--- config.mk ---
export PLATFORM = sky130hd
export DESIGN_NAME = matmul_4x4_u32_wide_acc_flat
export DESIGN_NICKNAME = d
export VERILOG_FILES = /design/src/rtl/core/mmw_pkg.sv /design/src/rtl/core/mmw_in_if.sv /design/src/rtl/core/mmw_out_if.sv /design/src/rtl/core/mmw_store.sv /design/src/rtl/core/mmw_mac.sv /design/src/rtl/core/mmw_resq.sv /design/src/rtl/core/matmul_4x4_u32_wide_acc.sv /design/src/flat_wrapper.sv
export SDC_FILE = /design/constraint.sdc
export NUM_CORES = 2
export LEC_CHECK = 0
export ABC_AREA = 0
export BUFFER_PORTS_ARGS = -buffer_cell sky130_fd_sc_hd__buf_2
export CAP_MARGIN = 20
export CORE_ASPECT_RATIO = 1.25
export CORE_MARGIN = 1
export CORE_UTILIZATION = 45
export CTS_CLUSTER_SIZE = 28
export DETAILED_ROUTE_END_ITERATION = 16
export PLACE_DENSITY_LB_ADDON = 0.08
export SLEW_MARGIN = 5
export SYNTH_ARGS = -nofsm -noshare
export SYNTH_HDL_FRONTEND = slang
export SYNTH_HIERARCHICAL = 1
export SYNTH_SLANG_ARGS = --single-unit
--- constraint.sdc ---
create_clock -name clk -period 10.5 [get_ports clk]
set_input_delay 0 -clock clk [delete_from_list [all_inputs] [get_ports clk]]
set_output_delay 0 -clock clk [all_outputs]
set_load 0.02 [all_outputs]
--- src/rtl/core/mmw_pkg.sv ---
// Shared constants and types of the 4x4 matrix multiplier with wide accumulator.
package mmw_pkg;

  localparam int DIM_DEF    = 4;
  localparam int ELEM_W     = 32;
  localparam int IDX_OUT_W  = 2;
  localparam int SUM_LOW_W  = 64;
  localparam int SUM_HIGH_W = 2;
  localparam int ACC_W      = SUM_LOW_W + SUM_HIGH_W;
  localparam int PROD_W     = 2 * ELEM_W;
  localparam int RES_DEPTH  = 4;

  // Control carried alongside one multiply-accumulate step
  typedef struct packed {
    logic                 valid;
    logic                 first;
    logic                 lastk;
    logic [IDX_OUT_W-1:0] row;
    logic [IDX_OUT_W-1:0] column;
    logic                 last_of_run;
  } tag_t;

  // One finished result element
  typedef struct packed {
    logic [IDX_OUT_W-1:0]  row;
    logic [IDX_OUT_W-1:0]  column;
    logic [SUM_LOW_W-1:0]  sum_low;
    logic [SUM_HIGH_W-1:0] sum_high;
    logic                  last_of_run;
  } res_t;

endpackage

--- src/rtl/core/mmw_in_if.sv ---
// Input channel: one matrix word per transaction.
interface mmw_in_if;
  logic                       valid;
  logic                       ready;
  logic [mmw_pkg::ELEM_W-1:0] element;

  modport source (output valid, output element, input ready);
  modport sink   (input valid, input element, output ready);
endinterface

--- src/rtl/core/mmw_out_if.sv ---
// Result channel: one element of C per transaction.
interface mmw_out_if;
  logic                           valid;
  logic                           ready;
  logic [mmw_pkg::IDX_OUT_W-1:0]  row;
  logic [mmw_pkg::IDX_OUT_W-1:0]  column;
  logic [mmw_pkg::SUM_LOW_W-1:0]  sum_low;
  logic [mmw_pkg::SUM_HIGH_W-1:0] sum_high;
  logic                           last_of_run;

  modport source (output valid, output row, output column, output sum_low,
                  output sum_high, output last_of_run, input ready);
  modport sink   (input valid, input row, input column, input sum_low,
                  input sum_high, input last_of_run, output ready);
endinterface

--- src/rtl/core/mmw_store.sv ---
// Matrix store: separate A and B memories, one write port, registered reads.
module mmw_store #(
  parameter int DIM = mmw_pkg::DIM_DEF
) (
  input  logic                              clk,
  input  logic                              wr_en,
  input  logic                              wr_b,
  input  logic [$clog2(DIM*DIM)-1:0]        wr_addr,
  input  logic [mmw_pkg::ELEM_W-1:0]        wr_data,
  input  logic [$clog2(DIM*DIM)-1:0]        rd_a_addr,
  input  logic [$clog2(DIM*DIM)-1:0]        rd_b_addr,
  output logic [mmw_pkg::ELEM_W-1:0]        a_rdata_r,
  output logic [mmw_pkg::ELEM_W-1:0]        b_rdata_r
);

  localparam int CELLS = DIM * DIM;

  logic [mmw_pkg::ELEM_W-1:0] a_mem [CELLS];
  logic [mmw_pkg::ELEM_W-1:0] b_mem [CELLS];

  // Write the incoming word into A or B
  always_ff @(posedge clk) begin
    if (wr_en && !wr_b) begin
      a_mem[wr_addr] <= wr_data;
    end
    if (wr_en && wr_b) begin
      b_mem[wr_addr] <= wr_data;
    end
  end

  // Read both operands every cycle
  always_ff @(posedge clk) begin
    a_rdata_r <= a_mem[rd_a_addr];
    b_rdata_r <= b_mem[rd_b_addr];
  end

endmodule

--- src/rtl/core/mmw_mac.sv ---
// Shared multiply-accumulate unit: registered 32x32 product, then 66-bit accumulate.
module mmw_mac (
  input  logic                       clk,
  input  logic                       rst_n,
  input  logic [mmw_pkg::ELEM_W-1:0] a_data,
  input  logic [mmw_pkg::ELEM_W-1:0] b_data,
  input  mmw_pkg::tag_t              tag_in,
  output logic                       res_valid,
  output mmw_pkg::res_t              res
);

  logic [mmw_pkg::PROD_W-1:0] prod_r;
  mmw_pkg::tag_t              ptag_r;
  logic [mmw_pkg::ACC_W-1:0]  acc_r;
  logic [mmw_pkg::ACC_W-1:0]  acc_nxt;

  // Multiply stage
  always_ff @(posedge clk) begin
    prod_r <= a_data * b_data;
  end

  always_ff @(posedge clk) begin
    if (!rst_n) begin
      ptag_r <= '0;
    end else begin
      ptag_r <= tag_in;
    end
  end

  // Accumulate, restarting on the first term of each element; wraps modulo 2^66
  always_comb begin
    acc_nxt = (ptag_r.first ? '0 : acc_r) + mmw_pkg::ACC_W'(prod_r);
  end

  always_ff @(posedge clk) begin
    if (ptag_r.valid) begin
      acc_r <= acc_nxt;
    end
  end

  // Hand the element on with its last term
  always_comb begin
    res_valid       = ptag_r.valid && ptag_r.lastk;
    res.row         = ptag_r.row;
    res.column      = ptag_r.column;
    res.sum_low     = acc_nxt[mmw_pkg::SUM_LOW_W-1:0];
    res.sum_high    = acc_nxt[mmw_pkg::ACC_W-1:mmw_pkg::SUM_LOW_W];
    res.last_of_run = ptag_r.last_of_run;
  end

endmodule

--- src/rtl/core/mmw_resq.sv ---
// Result queue: a few elements of C held for the receiver, driving the result channel.
module mmw_resq (
  input  logic             clk,
  input  logic             rst_n,
  input  logic             push,
  input  mmw_pkg::res_t    push_data,
  output logic             pop,
  mmw_out_if.source        out_chan
);

  localparam int PW  = $clog2(mmw_pkg::RES_DEPTH);
  localparam int CNW = $clog2(mmw_pkg::RES_DEPTH + 1);

  mmw_pkg::res_t  q_mem [mmw_pkg::RES_DEPTH];
  logic [PW-1:0]  wp_r, wp_nxt;
  logic [PW-1:0]  rp_r, rp_nxt;
  logic [CNW-1:0] cnt_r, cnt_nxt;
  mmw_pkg::res_t  head;
  logic           full;

  // Present the head entry
  always_comb begin
    head                 = q_mem[rp_r];
    out_chan.valid       = cnt_r != '0;
    out_chan.row         = head.row;
    out_chan.column      = head.column;
    out_chan.sum_low     = head.sum_low;
    out_chan.sum_high    = head.sum_high;
    out_chan.last_of_run = head.last_of_run;
    pop                  = out_chan.valid && out_chan.ready;
    full                 = cnt_r == CNW'(mmw_pkg::RES_DEPTH);
  end

  // Advance pointers and fill count
  always_comb begin
    wp_nxt  = wp_r;
    rp_nxt  = rp_r;
    cnt_nxt = cnt_r;
    if (push) begin
      wp_nxt = (wp_r == PW'(mmw_pkg::RES_DEPTH - 1)) ? '0 : wp_r + PW'(1);
    end
    if (pop) begin
      rp_nxt = (rp_r == PW'(mmw_pkg::RES_DEPTH - 1)) ? '0 : rp_r + PW'(1);
    end
    case ({push, pop})
      2'b10:   cnt_nxt = cnt_r + CNW'(1);
      2'b01:   cnt_nxt = cnt_r - CNW'(1);
      default: cnt_nxt = cnt_r;
    endcase
  end

  always_ff @(posedge clk) begin
    if (!rst_n) begin
      wp_r  <= '0;
      rp_r  <= '0;
      cnt_r <= '0;
    end else begin
      wp_r  <= wp_nxt;
      rp_r  <= rp_nxt;
      cnt_r <= cnt_nxt;
    end
  end

  always_ff @(posedge clk) begin
    if (push) begin
      q_mem[wp_r] <= push_data;
    end
  end

`ifndef ASSERT_OFF
  a_no_overflow: assert property (@(posedge clk) disable iff (!rst_n)
    !(push && full && !pop))
    else $error("result queue written while full");

  a_pop_count: assert property (@(posedge clk) disable iff (!rst_n)
    (pop && !push) |=> cnt_r == $past(cnt_r) - CNW'(1))
    else $error("result queue count did not drop on pop");
`endif

endmodule

--- src/rtl/core/matmul_4x4_u32_wide_acc.sv ---
// Top level of the streaming matrix multiplier: load sequencer, step issue and credits.
//
// Usage: send 2*DIM*DIM unsigned 32-bit words on in_chan, matrix A row-major then
// matrix B row-major, one word per transaction. After the last word of B the block
// returns the DIM*DIM elements of C = A * B on out_chan in row-major order, each as
// a 64-bit low part and the two bits above it, with last_of_run set on the final one.
// In_chan is ready throughout loading and held not ready while the products are
// issued: DIM*DIM*DIM multiply-accumulate steps through the single 32x32 multiplier,
// one step a cycle while the result queue has credit for each new element. Each
// result passes the store read register, the product register and the result queue
// before out_chan offers it. Loading of the next run may start as soon as the
// last step is issued. A four-entry result queue parts the unit from the receiver;
// when out_chan stalls, issue of a new element waits for queue credit and resumes
// without loss. Reset (rst_n low, synchronous) empties the queue and pipeline and
// starts a fresh run; the matrix store is not cleared, every word is written first.
module matmul_4x4_u32_wide_acc #(
  parameter int DIM = mmw_pkg::DIM_DEF
) (
  input  logic       clk,
  input  logic       rst_n,
  mmw_in_if.sink     in_chan,
  mmw_out_if.source  out_chan
);

  localparam int CELLS = DIM * DIM;
  localparam int WORDS = 2 * CELLS;
  localparam int CW    = $clog2(CELLS);
  localparam int LW    = $clog2(WORDS);
  localparam int IW    = $clog2(DIM);
  localparam int CRW   = $clog2(mmw_pkg::RES_DEPTH + 1);
  localparam logic [CW-1:0] DIM_C = CW'(DIM);

  typedef enum logic {S_LOAD, S_CALC} state_t;

  state_t         state_r, state_nxt;
  logic [LW-1:0]  cnt_r, cnt_nxt;
  logic [IW-1:0]  r_r, r_nxt;
  logic [IW-1:0]  c_r, c_nxt;
  logic [IW-1:0]  k_r, k_nxt;
  logic [CRW-1:0] credit_r, credit_nxt;
  mmw_pkg::tag_t  tag_r, tag_nxt;

  logic                       in_acc;
  logic                       in_last;
  logic                       wr_b;
  logic [CW-1:0]              wr_addr;
  logic                       issue;
  logic                       take_credit;
  logic                       k_end, c_end, r_end;
  logic [CW-1:0]              rd_a_addr, rd_b_addr;
  logic [IW+1:0]              row_ext, col_ext;
  logic [mmw_pkg::ELEM_W-1:0] a_rdata, b_rdata;
  logic                       res_valid;
  mmw_pkg::res_t              res;
  logic                       pop;

  // Load side
  always_comb begin
    in_chan.ready = state_r == S_LOAD;
    in_acc        = in_chan.valid && in_chan.ready;
    in_last       = cnt_r == LW'(WORDS - 1);
    wr_b          = cnt_r >= LW'(CELLS);
    wr_addr       = wr_b ? CW'(cnt_r - LW'(CELLS)) : CW'(cnt_r);
  end

  // Issue one step a cycle; a new element needs a free slot in the result queue
  always_comb begin
    issue       = (state_r == S_CALC) &&
                  ((k_r != '0) || (credit_r < CRW'(mmw_pkg::RES_DEPTH)));
    take_credit = issue && (k_r == '0);
    k_end       = k_r == IW'(DIM - 1);
    c_end       = c_r == IW'(DIM - 1);
    r_end       = r_r == IW'(DIM - 1);
    rd_a_addr   = CW'(CW'(r_r) * DIM_C) + CW'(k_r);
    rd_b_addr   = CW'(CW'(k_r) * DIM_C) + CW'(c_r);
    row_ext     = {2'b00, r_r};
    col_ext     = {2'b00, c_r};

    tag_nxt.valid       = issue;
    tag_nxt.first       = k_r == '0;
    tag_nxt.lastk       = k_end;
    tag_nxt.row         = row_ext[mmw_pkg::IDX_OUT_W-1:0];
    tag_nxt.column      = col_ext[mmw_pkg::IDX_OUT_W-1:0];
    tag_nxt.last_of_run = r_end && c_end;
  end

  // Next state, counters and credits
  always_comb begin
    state_nxt = state_r;
    cnt_nxt   = cnt_r;
    r_nxt     = r_r;
    c_nxt     = c_r;
    k_nxt     = k_r;
    unique case (state_r)
      S_LOAD: begin
        if (in_acc) begin
          if (in_last) begin
            cnt_nxt   = '0;
            r_nxt     = '0;
            c_nxt     = '0;
            k_nxt     = '0;
            state_nxt = S_CALC;
          end else begin
            cnt_nxt = cnt_r + LW'(1);
          end
        end
      end
      S_CALC: begin
        if (issue) begin
          if (!k_end) begin
            k_nxt = k_r + IW'(1);
          end else begin
            k_nxt = '0;
            if (!c_end) begin
              c_nxt = c_r + IW'(1);
            end else begin
              c_nxt = '0;
              if (!r_end) begin
                r_nxt = r_r + IW'(1);
              end else begin
                r_nxt     = '0;
                state_nxt = S_LOAD;
              end
            end
          end
        end
      end
      default: state_nxt = S_LOAD;
    endcase

    case ({take_credit, pop})
      2'b10:   credit_nxt = credit_r + CRW'(1);
      2'b01:   credit_nxt = credit_r - CRW'(1);
      default: credit_nxt = credit_r;
    endcase
  end

  // Hold state, counters and the step tag aligned with the memory read
  always_ff @(posedge clk) begin
    if (!rst_n) begin
      state_r  <= S_LOAD;
      cnt_r    <= '0;
      r_r      <= '0;
      c_r      <= '0;
      k_r      <= '0;
      credit_r <= '0;
      tag_r    <= '0;
    end else begin
      state_r  <= state_nxt;
      cnt_r    <= cnt_nxt;
      r_r      <= r_nxt;
      c_r      <= c_nxt;
      k_r      <= k_nxt;
      credit_r <= credit_nxt;
      tag_r    <= tag_nxt;
    end
  end

  mmw_store #(.DIM(DIM)) u_store (
    .clk       (clk),
    .wr_en     (in_acc),
    .wr_b      (wr_b),
    .wr_addr   (wr_addr),
    .wr_data   (in_chan.element),
    .rd_a_addr (rd_a_addr),
    .rd_b_addr (rd_b_addr),
    .a_rdata_r (a_rdata),
    .b_rdata_r (b_rdata)
  );

  mmw_mac u_mac (
    .clk       (clk),
    .rst_n     (rst_n),
    .a_data    (a_rdata),
    .b_data    (b_rdata),
    .tag_in    (tag_r),
    .res_valid (res_valid),
    .res       (res)
  );

  mmw_resq u_resq (
    .clk       (clk),
    .rst_n     (rst_n),
    .push      (res_valid),
    .push_data (res),
    .pop       (pop),
    .out_chan  (out_chan)
  );

`ifndef ASSERT_OFF
  a_credit_bound: assert property (@(posedge clk) disable iff (!rst_n)
    credit_r <= CRW'(mmw_pkg::RES_DEPTH))
    else $error("result credits exceed queue depth");

  a_pop_has_credit: assert property (@(posedge clk) disable iff (!rst_n)
    pop |-> credit_r != '0)
    else $error("result delivered without an outstanding element");

  a_run_starts_calc: assert property (@(posedge clk) disable iff (!rst_n)
    (in_acc && in_last) |=> (state_r == S_CALC && r_r == '0 && c_r == '0 && k_r == '0))
    else $error("last word of B did not start the product pass");
`endif

endmodule

--- src/flat_wrapper.sv ---
// flat-port wrapper written by rule: the top's interface ports become plain ports
module matmul_4x4_u32_wide_acc_flat 
#(
  parameter int DIM = mmw_pkg::DIM_DEF
)
  (clk, rst_n, in_chan_valid, in_chan_element, in_chan_ready, out_chan_valid, out_chan_row, out_chan_column, out_chan_sum_low, out_chan_sum_high, out_chan_last_of_run, out_chan_ready);
  mmw_in_if in_chan_i ();
  mmw_out_if out_chan_i ();
  input  logic clk;
  input  logic rst_n;
  input wire logic [$bits(in_chan_i.valid)-1:0] in_chan_valid;
  input wire logic [$bits(in_chan_i.element)-1:0] in_chan_element;
  output wire logic [$bits(in_chan_i.ready)-1:0] in_chan_ready;
  output wire logic [$bits(out_chan_i.valid)-1:0] out_chan_valid;
  output wire logic [$bits(out_chan_i.row)-1:0] out_chan_row;
  output wire logic [$bits(out_chan_i.column)-1:0] out_chan_column;
  output wire logic [$bits(out_chan_i.sum_low)-1:0] out_chan_sum_low;
  output wire logic [$bits(out_chan_i.sum_high)-1:0] out_chan_sum_high;
  output wire logic [$bits(out_chan_i.last_of_run)-1:0] out_chan_last_of_run;
  input wire logic [$bits(out_chan_i.ready)-1:0] out_chan_ready;
  assign in_chan_i.valid = in_chan_valid;
  assign in_chan_i.element = in_chan_element;
  assign in_chan_ready = in_chan_i.ready;
  assign out_chan_valid = out_chan_i.valid;
  assign out_chan_row = out_chan_i.row;
  assign out_chan_column = out_chan_i.column;
  assign out_chan_sum_low = out_chan_i.sum_low;
  assign out_chan_sum_high = out_chan_i.sum_high;
  assign out_chan_last_of_run = out_chan_i.last_of_run;
  assign out_chan_i.ready = out_chan_ready;
  matmul_4x4_u32_wide_acc #(.DIM(DIM)) u_core (.clk(clk), .rst_n(rst_n), .in_chan(in_chan_i), .out_chan(out_chan_i));
endmodule
After elaboration in Yosys (flattened, before gate mapping):

Memories as Yosys holds them, arrays and structs flattened. A register that Yosys moved wholly into a read port is not among the register bits.
Index checks and enable logic that the tools add are counted.

* word-level logic and storage cells: 114
* RAM bits: 1308
* register bits after elaboration: 168
* memories kept: 3
* output and inout port bits: 73
* input bits: 36

Memories
* u_core.u_store.a_mem: depth 16, bits a word 32, read ports 1, clocked after Yosys merged registers in 1, wr ports 1, line mmw_store.sv:18 `logic [mmw_pkg::ELEM_W-1:0] a_mem [CELLS];`
* u_core.u_store.b_mem: depth 16, bits a word 32, read ports 1, clocked after Yosys merged registers in 1, wr ports 1, line mmw_store.sv:19 `logic [mmw_pkg::ELEM_W-1:0] b_mem [CELLS];`
* u_core.u_resq.q_mem: depth 4, bits a word 71, read ports 1, clocked after Yosys merged registers in 1, wr ports 1, line mmw_resq.sv:14 `mmw_pkg::res_t q_mem [mmw_pkg::RES_DEPTH];`

* equal/unequal tests: 15
* mux-type cells: 36
* bitwise logic cells: 1
* add/subtract/negate cells: 14
* reduce and logical (&&, ||, !) cells: 19
* magnitude comparators: 2
* multipliers: 1

Operator list (count)
* $add A66 B64 Y66: 1
* $mux W66: 1
* $mul A32 B32 Y64: 1
* $mux W2: 15
* $eq A2 B2 Y1 const B: 7
* $mux W1: 12
* $pmux W2 S2: 3
* $pmux W3 S2: 2
* $add A2 B1 Y2 const B: 5
* $add A4 B2 Y4: 2
* $logic_and A1 B1 Y1: 8
* $add A3 B1 Y3 const B: 2
* $ne A2 B2 Y1 const B: 3
* $reduce_bool A2 Y1: 3
* $sub A3 B1 Y3 const B: 2
* $add A5 B1 Y5 const B: 1
* $eq A5 B5 Y1 const B: 1
* $ge A5 B5 Y1 const B: 1
* $mux W5: 1
* $reduce_and A5 Y1: 1
* $eq A2 B1 Y1 const B: 2
* $mux W4: 1
* $ne A2 B1 Y1 const B: 2
* $reduce_and A4 Y1: 1
* 10 further kinds: 10

Longest topological paths before layout:

* depth after elaboration: 6
* depth in mapped cells: 30
* gate-level depth less buffers: 28

By module:

Netlist, hierarchy kept.

By module, submodules not included
* mmw_mac: area an instance 41114.4 sq um, times used 1, cells an instance 4486
* mmw_store: area an instance 39666.8 sq um, times used 1, cells an instance 1681
* mmw_resq: area an instance 10785.3 sq um, times used 1, cells an instance 421
* matmul_4x4_u32_wide_acc: area an instance 1017.2 sq um, times used 1, cells an instance 109

Worst setup path after synthesis:

No wires, ideal clock.

* path type: register to register
* start point: register u_core/u_store/b_rdata_r[9] (netlist name) (read register of u_core.u_store.b_mem)
* end point: register u_core/u_mac/prod_r[62] (netlist name)
* arrival: 6.945 ns
* slack: 3.425 ns
* buffers on the path: 1
* data required time: 10.369 ns
* period minus slack after synthesis: 7.075 ns
* cell stages (with the launch flop): 26
* path through: dfxtp_1 -> clkbuf_1 -> and2_1 -> fa_1 -> fa_1 -> inv_1 -> fa_1 -> fa_1 -> inv_1 -> fa_1 -> fa_1 -> fa_1 -> inv_1 -> fa_1 -> inv_1 -> ha_1 -> a21o_1 -> a21o_1 -> a21oi_2 -> and3b_1 -> or3_1 -> o21a_1 -> a31o_2 -> o21ai_2 -> o31ai_1 -> xor2_1

* word-level cells in the longest chain between the ends: 1

Ends and longest elaborated chain
* start, declared: line mmw_store.sv:13 `output logic [mmw_pkg::ELEM_W-1:0] b_rdata_r`
* $mul A32 B32 Y64: line mmw_mac.sv:19 `prod_r <= a_data * b_data;`
* end signal, assigned: line mmw_mac.sv:19
* end, declared: line mmw_mac.sv:12 `logic [mmw_pkg::PROD_W-1:0] prod_r;`

No other way between the ends.
A chain may end at the register's enable or synchronous reset.

Final worst setup path:

* start point: register u_core/u_store/a_rdata_r[10] (netlist name) (read register of u_core.u_store.a_mem)
* end point: register u_core/u_mac/prod_r[62] (netlist name)

* word-level cells in the longest chain between the ends: 1

Ends and longest elaborated chain
* start, declared: line mmw_store.sv:12 `output logic [mmw_pkg::ELEM_W-1:0] a_rdata_r,`
* $mul A32 B32 Y64: line mmw_mac.sv:19

No other way between the ends.

==> flow_summary.toml <==
[outcome]
status = "completed"

[critical_path]
timing.rr.start = "u_core/u_store/a_rdata_r[10]"
startpoint_type = "flop"
timing.reg2reg.setup_slack_ps = 2420
end_kind = "flop"
ff2ff_path_depth = 25
path_max_fanout = 19
cp.required_ps = 11190
critPathKind = "reg -> reg"
r2r_end = "u_core/u_mac/prod_r[62]"
crit_arrival_ps = 8770

[synthesis]
yosysSeqAreaShare_pct = 48.2
synth-edff-count = 1374
syn_inst = 6697
synth_ff_type = "edfxtp_1"
netlist_area_um2 = 92600
synth_common_cells = "edfxtp_1, inv_1, fa_1, and2_1, nand2_1"
synth_cell_types = 94
synth-warning-count = 6
syn_nets = 7973
synth_top_area_share_pct = 44.6
ys_seq_elements = 1542
syn_area_per_cell_um2 = 13.8
yosysMostFrequentCell = "edfxtp_1"
synthArstFlopShare_pct = 0
synth.area.top_cells = "edfxtp_1, fa_1, mux4_2"
yosysTopAreaCell = "edfxtp_1"

[worst_hold_path]
whs_path_depth = 5
hold_start = "in_chan_valid"
holdPathEnd = "u_core/cnt_r[0]"
hold_class = "in -> reg"

[job]
cap_violations = 0

[timing]
fin_crit_sh_pct = 76.9
worst_pin_slew_ps = 1090
hold_violations = 0
rsz0062_at_grt = "no"
fin_skew_ps = 30.0
max_freq_mhz = 124
max-slew-margin-rel_pct = 27.0
min_period_ps = 8080
final.setup.tns_ps = 0
setup_violations = 0
report.final.slew_viol_count = 0

[die]
die_h_um = 509
start_util_pct = 45.4
io_pins = 109
coreArea_um2 = 204000
rows = 185
die-area_um2 = 208000
chipWidth_um = 408

[detailed_routing]
drc = 0
ant_nets = 0
post_drt_wl_per_cell_um = 23.9
drt-initial-drc-count = 2843
via_count = 51800
viasPerCell = 5.39
first_pass_iters = 7
routed_wl_mm = 230

[grt]
grt_use_total_pct = 22.6
grt.overflow.total = 0
grt_max_degree = 61
grt_antenna_before_repair = 6
grt_pass1_vias = 56900
grt_pass1_wl_mm = 353

[cts]
cts_max_level = 4
cts_setup_buffers = 0
cts_tree = "built"
clockBufferDepth = 3
clock-root-buffer = "clkbuf_16"
clk_latency_ps = 840
path_clk_slew_ps = 60
cts_resized = 0
clkSinkCount = 1542
cts_hold_buf = 35
cts_buffers = 156

[final_layout]
nNetsFinal = 8036
areaGrowthSynthToFinish_pct = 9.94
fill_cells = 17400
drive_above_1_share_pct = 12.9

[placed_design]
place.gp.congestion = 0.849
io_buffers = 108
dp_hpwl_mm = 156
==> cells in the final DEF (no fill, tap or decap), drive strengths merged, types with 7 or more instances in the layout <==
master,n
inv,943
mux4,327
fa,899
or3,8
nand2,603
clkbuf,216
ha,341
dfxtp,168
nor2,117
clkinvlp,8
a31oi,24
a211oi,12
a22oi,128
edfxtp,1374
nand4,30
dlygate4sd3,35
nand2b,14
buf,224
nor2b,88
o211ai,7
o21a,20
nand3,40
and3,22
and2,614
diode,9
xor2,45
a21oi,151
a21o,88
bufinv,11
o31ai,7
xnor2,78
a21boi,11
o21bai,18
clkinv,49
nor3,14
o21ai,89
==> worst max-delay path: stages (launching register included) <==
cell	delay (ps)
dfxtp_1	730
buf_4	400
and2_1	200
fa_1	440
fa_1	520
inv_1	50
fa_1	450
fa_1	510
inv_1	60
fa_1	560
fa_1	430
fa_1	500
inv_1	60
fa_1	470
inv_1	50
ha_1	360
a21o_1	200
a21o_1	180
a21oi_2	190
and3b_1	190
or3_1	330
o21a_1	190
a31o_2	270
o21ai_2	280
o31ai_1	140
xor2_1	150
==> final cells by class <==
| type | instances | area [um2] | share of cell area, % |
|---|---|---|---|
| multi-input combinational | 3865 | 43200 | 42.4 |
| clock buffer | 216 | 4290 | 4.21 |
| tap | 2711 | 3390 | 3.33 |
| inverter | 936 | 3510 | 3.45 |
| timing repair buffer | 259 | 1800 | 1.77 |
| clock inverter | 75 | 940 | 0.923 |
| sequential | 1542 | 44700 | 43.9 |
| antenna | 9 | 22.5 | 0.0221 |
==> state kept, by name, summed over array words and instances, names as in the netlist, named ones only <==
signal	flops
u_core/u_store/a_mem	512
u_core/u_resq/wp_r	2
u_core/k_r	2
u_core/credit_r	3
u_core/c_r	2
u_core/cnt_r	5
u_core/u_resq/cnt_r	3
u_core/u_resq/rp_r	2
u_core/u_store/b_mem	512
u_core/u_resq/q_mem	284
u_core/u_mac/res	5
u_core/tag_r	8
u_core/u_mac/prod_r	64
u_core/state_r	1
u_core/r_r	2
u_core/u_mac/acc_r	66
u_core/u_store/b_rdata_r	32
u_core/u_mac/ptag_r	3
u_core/u_store/a_rdata_r	32
==> per-layer routing <==
layer / track usage, % / vias to the layer above / wire (um)
li1: - / 22900 / -
met1: 29.0 / 27500 / 97100
met2: 40.7 / 1035 / 119000
met3: 2.77 / 309 / 8600
met4: 5.66 / 0 / 5050
met5: 0 / - / 0
==> worst max-delay path by stage <==
stage,from,end,slack (ps),depth (start not counted)
after floorplan,u_core/u_store/b_rdata_r[9],u_core/u_mac/prod_r[62],3420,25
after global placement,u_core/u_store/b_rdata_r[6],u_core/u_mac/prod_r[61],2270,26
after detailed placement,u_core/u_store/b_rdata_r[9],u_core/u_mac/prod_r[54],2400,25
after CTS,u_core/u_store/b_rdata_r[9],u_core/u_mac/prod_r[54],2410,25
after global routing,u_core/u_store/b_rdata_r[9],u_core/u_mac/prod_r[62],2090,25
final,u_core/u_store/a_rdata_r[10],u_core/u_mac/prod_r[62],2420,25
==> through the flow <==
step                      utilization [%]  instances  instance area, um2  hold slack (ps)  worst slack [ps]
after floorplan                         -       6697               92600             98.9              3420
after global placement               47.1       9275               96100              407              2270
after detailed placement             47.2       9278               96200              419              2400
after CTS                            49.9       9604              102000             62.5              2410
after global routing                 49.9       9605              102000              119              2090
final                                49.9       9613              102000              108              2420
==> kinds of logic after synthesis <==
kind of cell	count (synthesis)	share of synthesized area, %
muxes	330	7.99
buffers and inverters	1290	5.50
xor gates and xnor gates	123	1.16
adders and majority gates	1240	24.0
and+or+nand+nor	1574	8.69
AOI/OAI and AO/OA	598	4.41
DFF	1542	48.2
Power is not shown: default switching activity piles up to over one toggle a cycle in this logic, so the estimate is an artifact.
